[src/fum_pkg.sv]
// ----------------------------------------------------------------------------
// fum_pkg
// Shared widths, codes, constants and pipeline record types of the fisheye
// undistortion map generator.
// ----------------------------------------------------------------------------
package fum_pkg;

    localparam int TABLE_ENTRIES = 1001;
    localparam int IMAGE_DIM_MAX = 4096;
    localparam int IDX_W         = $clog2(TABLE_ENTRIES);
    localparam int RAD_W         = 24;
    localparam int COORD_W       = $clog2(IMAGE_DIM_MAX);
    localparam int CFG_W         = 16;
    localparam int PIX_W         = 24;
    localparam int OUT_W         = 17;
    localparam int DX_W          = COORD_W + 6;
    localparam int MAG_W         = COORD_W + 5;
    localparam int SQ_W          = 2 * MAG_W;
    localparam int SQ_IN_W       = SQ_W + 16;
    localparam int SQ_STAGES     = SQ_IN_W / 2;
    localparam int ROOT_W        = SQ_STAGES;
    localparam int CORDIC_STEPS  = 18;
    localparam int CX_W          = 46;
    localparam int Z_W           = 20;
    localparam int ANG_W         = 18;
    localparam int FRAC_W        = 8;
    localparam int ANGLE_LIMIT   = 1000 * 256;
    localparam int RQ_W          = RAD_W + FRAC_W;
    localparam int PROD_W        = MAG_W + RQ_W;
    localparam int DEN_W         = PIX_W + ROOT_W;
    localparam int NUM_W         = PROD_W + 6;
    localparam int DIV_QBITS     = 18;
    localparam int DIV_LAT       = DIV_QBITS + 1;
    localparam int SUM_W         = 20;
    localparam int OUT_MIN       = -65536;
    localparam int OUT_MAX       = 65535;
    localparam logic signed [OUT_W-1:0] UNMAPPED_VAL = -17'sd16;
    localparam logic [CFG_W-1:0] FOCAL_RESET = 16'd16384;
    localparam logic [PIX_W-1:0] PIX_RESET   = 24'd1;

    localparam logic [16:0] STEP_ANGLE [CORDIC_STEPS] = '{
        17'd115200, 17'd68007, 17'd35933, 17'd18240, 17'd9155, 17'd4582,
        17'd2292, 17'd1146, 17'd573, 17'd286, 17'd143, 17'd72,
        17'd36, 17'd18, 17'd9, 17'd4, 17'd2, 17'd1
    };

    typedef enum logic {
        CMD_WRITE = 1'b0,
        CMD_MAP   = 1'b1
    } cmd_t;

    typedef enum logic [2:0] {
        REG_PH_CX  = 3'd0,
        REG_PH_CY  = 3'd1,
        REG_FOCAL  = 3'd2,
        REG_FE_CX  = 3'd3,
        REG_FE_CY  = 3'd4,
        REG_PIXSZ  = 3'd5
    } reg_idx_t;

    typedef struct packed {
        logic                     cmd;
        logic [IDX_W-1:0]         idx;
        logic [RAD_W-1:0]         trad;
        logic signed [DX_W-1:0]   dx;
        logic signed [DX_W-1:0]   dy;
        logic                     center;
        logic [ROOT_W-1:0]        radius;
    } early_t;

    typedef struct packed {
        logic                     cmd;
        logic                     neg_x;
        logic                     neg_y;
        logic [MAG_W-1:0]         mag_x;
        logic [MAG_W-1:0]         mag_y;
        logic                     center;
        logic                     unm;
        logic [ROOT_W-1:0]        radius;
    } late_t;

endpackage

[src/fum_sqrt_pipe.sv]
// ----------------------------------------------------------------------------
// fum_sqrt_pipe
// Pipelined digit-by-digit integer square root, one root bit per stage.
// ----------------------------------------------------------------------------
module fum_sqrt_pipe import fum_pkg::*;
(
    input  logic                clk,
    input  logic                en,
    input  logic [SQ_IN_W-1:0]  radicand,
    output logic [ROOT_W-1:0]   root
);

    logic [SQ_IN_W-1:0] rem_reg [SQ_STAGES];
    logic [SQ_IN_W-1:0] res_reg [SQ_STAGES];

    for (genvar k = 0; k < SQ_STAGES; k++) begin : g_stage
        localparam logic [SQ_IN_W-1:0] BIT = SQ_IN_W'(1) << (SQ_IN_W - 2 - 2 * k);
        logic [SQ_IN_W-1:0] v_in;
        logic [SQ_IN_W-1:0] r_in;
        logic [SQ_IN_W-1:0] trial;
        logic [SQ_IN_W-1:0] rem_next;
        logic [SQ_IN_W-1:0] res_next;

        if (k == 0) begin : g_first
            assign v_in = radicand;
            assign r_in = '0;
        end else begin : g_next
            assign v_in = rem_reg[k-1];
            assign r_in = res_reg[k-1];
        end

        always_comb
        begin
            trial = r_in + BIT;
            if (v_in >= trial)
            begin
                rem_next = v_in - trial;
                res_next = (r_in >> 1) + BIT;
            end
            else
            begin
                rem_next = v_in;
                res_next = r_in >> 1;
            end
        end

        always_ff @(posedge clk)
        begin
            if (en)
            begin
                rem_reg[k] <= rem_next;
                res_reg[k] <= res_next;
            end
        end
    end

    assign root = res_reg[SQ_STAGES-1][ROOT_W-1:0];

endmodule

[config.mk]
export PLATFORM = sky130hd
export DESIGN_NAME = fum_sqrt_pipe
export DESIGN_NICKNAME = d
export VERILOG_FILES = /design/src/fum_pkg.sv /design/src/fum_sqrt_pipe.sv
export SDC_FILE = /design/constraint.sdc
export NUM_CORES = 2
export LEC_CHECK = 0
export BUFFER_PORTS_ARGS = -buffer_cell sky130_fd_sc_hd__buf_2
export CORE_ASPECT_RATIO = 1.75
export CORE_MARGIN = 4
export CORE_UTILIZATION = 62
export DETAILED_ROUTE_END_ITERATION = 10
export MAX_ROUTING_LAYER = met4
export PLACE_DENSITY = 0.78
export SLEW_MARGIN = 20
export SYNTH_ARGS = -nofsm -noshare
export SYNTH_HDL_FRONTEND = slang
export SYNTH_SLANG_ARGS = --single-unit
[constraint.sdc]
create_clock -name clk -period 8 [get_ports clk]
set_clock_uncertainty 0.2 [all_clocks]
set_input_delay 0.4 -clock clk [delete_from_list [all_inputs] [get_ports clk]]
set_output_delay 0.4 -clock clk [all_outputs]
set_load 0.01 [all_outputs]
-- Word level (Yosys, flattened, before mapping)
Memories as Yosys holds them, arrays and structs flattened.
Cells that the tools add are included.
- add/subtract/negate cells: 73
- $lt $le $gt $ge: 25
- multiplexer cells: 52
- operators with widths (kind ; count):
    $mux W50 ; 49
    $ge A50 B50 Y1 ; 24
    $sub A50 B50 Y50 ; 24
    $add A49 B1 Y50 const B ; 1
    $add A49 B11 Y50 const B ; 1
    $add A49 B13 Y50 const B ; 1
    $add A49 B15 Y50 const B ; 1
    $add A49 B17 Y50 const B ; 1
    $add A49 B19 Y50 const B ; 1
    $add A49 B21 Y50 const B ; 1
    $add A49 B23 Y50 const B ; 1
    $add A49 B25 Y50 const B ; 1
    $add A49 B27 Y50 const B ; 1
    $add A49 B29 Y50 const B ; 1
    $add A49 B3 Y50 const B ; 1
    $add A49 B31 Y50 const B ; 1
    $add A49 B33 Y50 const B ; 1
    $add A49 B35 Y50 const B ; 1
    $add A49 B37 Y50 const B ; 1
    $add A49 B39 Y50 const B ; 1
    $add A49 B41 Y50 const B ; 1
    $add A49 B43 Y50 const B ; 1
    $add A49 B45 Y50 const B ; 1
    $add A49 B47 Y50 const B ; 1
    other kinds (31) ; 32
- bits in registers: 0
- memory bits (writable): 2500
- input bits: 52
- memories kept: 2
- memory list (memory ; words ; width ; read ports ; clocked after memory_dff ; write ports ; RTL line ; source):
    rem_reg ; 25 ; 50 ; 24 ; 0 ; 25 ; fum_sqrt_pipe.sv:13 ; logic [SQ_IN_W-1:0] rem_reg [SQ_STAGES];
    res_reg ; 25 ; 50 ; 25 ; 0 ; 25 ; fum_sqrt_pipe.sv:14 ; logic [SQ_IN_W-1:0] res_reg [SQ_STAGES];

-- Depth between registers and ports, before layout
An unclocked memory read counts as a cell.
- word-level depth: 4
- depth in mapped cells: 14

-- Worst setup path after synthesis
Ideal clock, no wire load.
- path type: flip-flop to flip-flop
- from: memory rem_reg[1][177] (netlist name)
- to: memory rem_reg[1][239] (netlist name), data pin
- library setup time: 0.268 ns
- data arrival time: 2.955 ns
- required time: 7.532 ns
- path slack: 4.578 ns
- cell stages (with the launch flop): 13
- path buffers: 2
- clock period less this slack: 3.422 ns
- path through: edfxtp_1 ha_1 nand4_1 or4_1 or4_1 nand4b_1 a221o_2 buf_6 o311ai_4 or2_0 buf_6 nor4_2 xor2_1
- RTL lines (item ; RTL line):
    from (decl) ; fum_sqrt_pipe.sv:13

==> metrics list <==
* Status: completed
* CTS Buffer Depth: 3
* Setup Viol. Count Final: 0
* Number of synthesized flops with an enable pin: 1525
- Nets@finish: 6316
- Buffering stage count on the worst path with inverters included: 2
- Full die area: 123000 sq um
- Row generation in the floorplan step produced 165 rows.
* Reg2Reg Setup Slack: 3360 ps
- Type of destination of the critical path: flip-flop
- Least setup slack across all paths after layout: 3360 ps
- Clock slew at the register clock pins of the worst setup and hold paths: 70 ps
- In this run the worst hold path is classified as in -> reg.
- Using the TritonRoute via totals, the vias-per-cell ratio works out to 6.12.
- After detailed routing, the number of remaining DRC violations is 0.
- In this run the worst setup path begins at rem_reg[1][208]$_DFFE_PP_.
- The most used flip-flop cell after synthesis is sky130_fd_sc_hd__edfxtp_1.
- DR WL/cell: 24.0 um
- The detailed router placed 46100 vias in this run.
- Gate family responsible for the most delay along the worst path: simple AND/OR/NAND/NOR gates
* Post-place setup slack: 3410 ps
- In the final timing run, aggregate negative setup slack is 0 ps.
* Die height: 460 um
- Summed over all layers, the global routing overflow is 0.
* Grt peak-use layer: met2
- After detailed placement, the total cell area comes to 74900 sq um.
- For the worst flop-to-flop path, the logic depth is 11.
- Count of synthesis-stage warnings from yosys: 0
* Synth Register Bits: 1525
- Clk Latency, worst-skew pair: 800 ps
- Startpoint-to-endpoint class of the critical path: reg -> reg
- Worst path max stage delay: 790 ps
- Setup repair after global routing left no endpoint under its margin.
- The number of antenna violations at the first check in global routing came to 6.
- Total Routed Length: 181 mm
- Among all stages on the critical path, the largest delay is contributed by sky130_fd_sc_hd__nor4_2.
* Quantity of I/O buffers inserted on ports: 76
- For this run, the total global-route usage over all layers was measured as 0.303.
- Hold worst-path end: rem_reg[0][46]$_DFFE_PP_
* Seq/Total Area, Yosys: 0.632
- The first global-routing pass estimated 267 mm of wire.
- Summed over all nets, the half-perimeter wirelength after detailed placement is 135 mm.
- Peak supply drop: 0.000396 V
- Area of the mapped netlist: 72400 sq um
* Count of final hold-check violations: 0
- Overall power: 21700 uW
- Measured along the x axis, the die boundary spans 266 um.
- Antenna Nets Post-Route: 0
- Clock tree synthesis selected as its root buffer the cell sky130_fd_sc_hd__clkbuf_16.
* Critical Path AT: 4970 ps
* Proportion of layout cells with a drive suffix above 1: 0.0730
- Cell breakdown of the critical path: ha_1 -> nor4b_1 -> nand4_1 -> nor4_1 -> a211oi_1 -> o21ai_2 -> buf_4 -> inv_1 -> nor4_2 -> nand3_1 -> xnor2_1
- GR Layer Usage met2: 0.609
- Async SR Flop Fraction: 0
- The worst register-to-register path ends at rem_reg[1][296]$_DFFE_PP_.
- Of the available clock period, the critical path in the final layout requires 0.580.
- The worst setup path is launched from a flip-flop.
- Area of the core: 116000 sq um
- Max frequency: 216 MHz
- Entering global routing, the biggest net connects 205 pins.
- Critical path required time: 8330 ps
- The worst hold path begins at radicand[46].
- Power density relative to cell area: 272 nW/um^2
- Met1 GRT Util: 0.200
- Relative slew margins: 0.165
- After routing the design area is 79800 sq um.
- Global routing usage on met3: 0.0372
- TritonCTS built the clock tree.
* Number of max-slew violations in the final report: 0
* Global placement routability congestion: 0.993
- In the synthesized netlist, the number of instances is 5703.
- The H-tree was split into 4 levels.
* Max FFs per register: 1200
- The analysis attributes to cell leakage a power of 0.0300 uW.
- Unique masters post-synth: 95
- Of all nets on the critical path, the largest fanout is 38.
- Drt pass-1 iters: 5
- P&R area growth vs syn: 10.2%
* I/O pin total: 77
- The initial utilization of the core area, before any placement, comes to 0.626.
* Sink count of the clock tree: 1525
- The startpoint identified for the worst register-to-register timing path is rem_reg[1][208]$_DFFE_PP_.
- Synthesis produced a netlist with a net count of 6101.
- Clock buffers created by TritonCTS: 136
- Slew at the pin closest to its max-slew limit: 1240 ps
- For the finished layout, the period the worst path requires is 4640 ps.
* Number of instances resized during post-cts repair: 0
- The number of global-route vias before repair was 48900.
- Max-cap violations in this run came to 0.
- After the first detailed-routing iteration, the DRC count stood at 3100.
- Along the worst hold path, the cell count comes to 2.
- The average instance in the mapped netlist occupies 12.7 sq um.
[worst max-delay path by stage]
| stage | depth (start not counted) | to |
|---|---|---|
| 2_1_floorplan | 12 | rem_reg[1][239]$_DFFE_PP_ |
| 3_3_place_gp | 10 | rem_reg[1][195]$_DFFE_PP_ |
| 3_5_place_dp | 11 | rem_reg[1][344]$_DFFE_PP_ |
| 4_1_cts | 11 | rem_reg[1][296]$_DFFE_PP_ |
| 5_1_grt | 11 | rem_reg[1][296]$_DFFE_PP_ |
| 6_report | 11 | rem_reg[1][296]$_DFFE_PP_ |
[cells by family after synthesis]
logic type | share of synthesized area
flip-flops | 0.632
adder cells (fa/ha/maj) | 0.0598
XOR/XNOR | 0.0624
AND/OR/NAND/NOR | 0.123
multiplexers | 0.0107
AO/OA/AOI/OAI | 0.0851
buffers and inverters | 0.0265
[routing by layer]
metal | up-vias | part of all wire | wire, um
li1 | 21700 | - | -
met1 | 22300 | 0.26 | 46400
met2 | 1299 | 0.59 | 106000
met3 | 774 | 0.028 | 5130
met4 | 0 | 0.13 | 22800
met5 | - | 0 | 0
[Yosys cell counts, types with 11 or more instances]
cell | count | area share
sky130_fd_sc_hd__a211o_1 | 11 | 0.0013
sky130_fd_sc_hd__a211oi_1 | 35 | 0.0036
sky130_fd_sc_hd__a21o_1 | 89 | 0.0092
sky130_fd_sc_hd__a21oi_1 | 360 | 0.025
sky130_fd_sc_hd__a31oi_1 | 24 | 0.0021
sky130_fd_sc_hd__and2_1 | 23 | 0.0020
sky130_fd_sc_hd__and3_1 | 33 | 0.0028
sky130_fd_sc_hd__and4_1 | 14 | 0.0017
sky130_fd_sc_hd__and4b_1 | 12 | 0.0017
sky130_fd_sc_hd__clkbuf_1 | 83 | 0.0043
sky130_fd_sc_hd__edfxtp_1 | 1525 | 0.63
sky130_fd_sc_hd__ha_1 | 346 | 0.060
sky130_fd_sc_hd__inv_1 | 409 | 0.021
sky130_fd_sc_hd__mux2_2 | 58 | 0.0090
sky130_fd_sc_hd__mux2i_1 | 12 | 0.0017
sky130_fd_sc_hd__nand2_1 | 368 | 0.019
sky130_fd_sc_hd__nand2b_1 | 89 | 0.0077
sky130_fd_sc_hd__nand3_1 | 93 | 0.0064
sky130_fd_sc_hd__nand3b_1 | 16 | 0.0017
sky130_fd_sc_hd__nand4_1 | 90 | 0.0078
sky130_fd_sc_hd__nand4b_1 | 14 | 0.0017
sky130_fd_sc_hd__nor2_1 | 399 | 0.021
sky130_fd_sc_hd__nor2b_1 | 50 | 0.0043
sky130_fd_sc_hd__nor3_1 | 171 | 0.012
sky130_fd_sc_hd__nor3b_1 | 11 | 0.0011
sky130_fd_sc_hd__nor4_1 | 200 | 0.017
sky130_fd_sc_hd__nor4b_1 | 24 | 0.0029
sky130_fd_sc_hd__o211ai_1 | 24 | 0.0025
sky130_fd_sc_hd__o21a_1 | 53 | 0.0055
sky130_fd_sc_hd__o21ai_0 | 258 | 0.018
sky130_fd_sc_hd__o21bai_1 | 24 | 0.0025
sky130_fd_sc_hd__o31ai_1 | 26 | 0.0027
sky130_fd_sc_hd__or2_2 | 22 | 0.0019
sky130_fd_sc_hd__or3_1 | 48 | 0.0041
sky130_fd_sc_hd__or4_1 | 33 | 0.0034
sky130_fd_sc_hd__xnor2_1 | 274 | 0.033
sky130_fd_sc_hd__xor2_1 | 242 | 0.029
[report_power, final]
group,leakage [uW],internal [uW],total (uW),switching (uW)
Clock,0.00212,3520,6520,3000
Combinational,0.0132,1730,4370,2640
Sequential,0.0146,10100,10800,747
[stage by stage]
step / utilization / hold WS (ps) / std cells
3_5_place_dp: 0.647 / 232 / 7231
5_1_grt: 0.689 / 95.5 / 7532
3_3_place_gp: 0.646 / 221 / 7226
4_1_cts: 0.689 / 60.6 / 7528
6_report: 0.689 / 108 / 7533
2_1_floorplan: - / 217 / 5703
[cells in the final DEF, fill, tap and decap left out, types with 16 or more instances in the layout]
master	instances
sky130_fd_sc_hd__xnor2_1	274
sky130_fd_sc_hd__clkinv_1	28
sky130_fd_sc_hd__nor4_1	186
sky130_fd_sc_hd__nor4_2	17
sky130_fd_sc_hd__nor2b_1	50
sky130_fd_sc_hd__or2_2	22
sky130_fd_sc_hd__nor2_1	398
sky130_fd_sc_hd__ha_1	346
sky130_fd_sc_hd__nand2b_1	89
sky130_fd_sc_hd__buf_2	75
sky130_fd_sc_hd__xor2_1	242
sky130_fd_sc_hd__nor3_1	170
sky130_fd_sc_hd__nand3_1	92
sky130_fd_sc_hd__dlygate4sd3_1	52
sky130_fd_sc_hd__mux2_2	58
sky130_fd_sc_hd__a211oi_1	34
sky130_fd_sc_hd__o21ai_0	257
sky130_fd_sc_hd__clkinv_2	21
sky130_fd_sc_hd__nand2_1	368
sky130_fd_sc_hd__o211ai_1	24
sky130_fd_sc_hd__clkbuf_16	138
sky130_fd_sc_hd__clkbuf_1	28
sky130_fd_sc_hd__nand3b_1	16
sky130_fd_sc_hd__o21a_1	53
sky130_fd_sc_hd__buf_4	38
sky130_fd_sc_hd__nor4b_1	23
sky130_fd_sc_hd__or3_1	48
sky130_fd_sc_hd__nand4_1	90
sky130_fd_sc_hd__o31ai_1	26
sky130_fd_sc_hd__a31oi_1	24
sky130_fd_sc_hd__o21bai_1	23
sky130_fd_sc_hd__a21oi_1	360
sky130_fd_sc_hd__or4_1	33
sky130_fd_sc_hd__inv_1	409
sky130_fd_sc_hd__a21o_1	89
sky130_fd_sc_hd__and3_1	32
sky130_fd_sc_hd__edfxtp_1	1525
sky130_fd_sc_hd__and2_1	23
[cell type report]
cell class	count	area, sq um
fillers	7732	36000
repair buffers	173	1340
multi-input cells	3671	24900
inverters	411	1540
well taps	1503	1880
flip-flops and latches	1525	45800
clock buffers	166	3560
clock inverters	79	842
diodes	5	12.5
[what timing repair did]
item	in CTS	in global routing
hold buffers	52	0
buffers inserted	0	0
hold endpoints to repair	111	0
(Power assumes the default switching activity.)
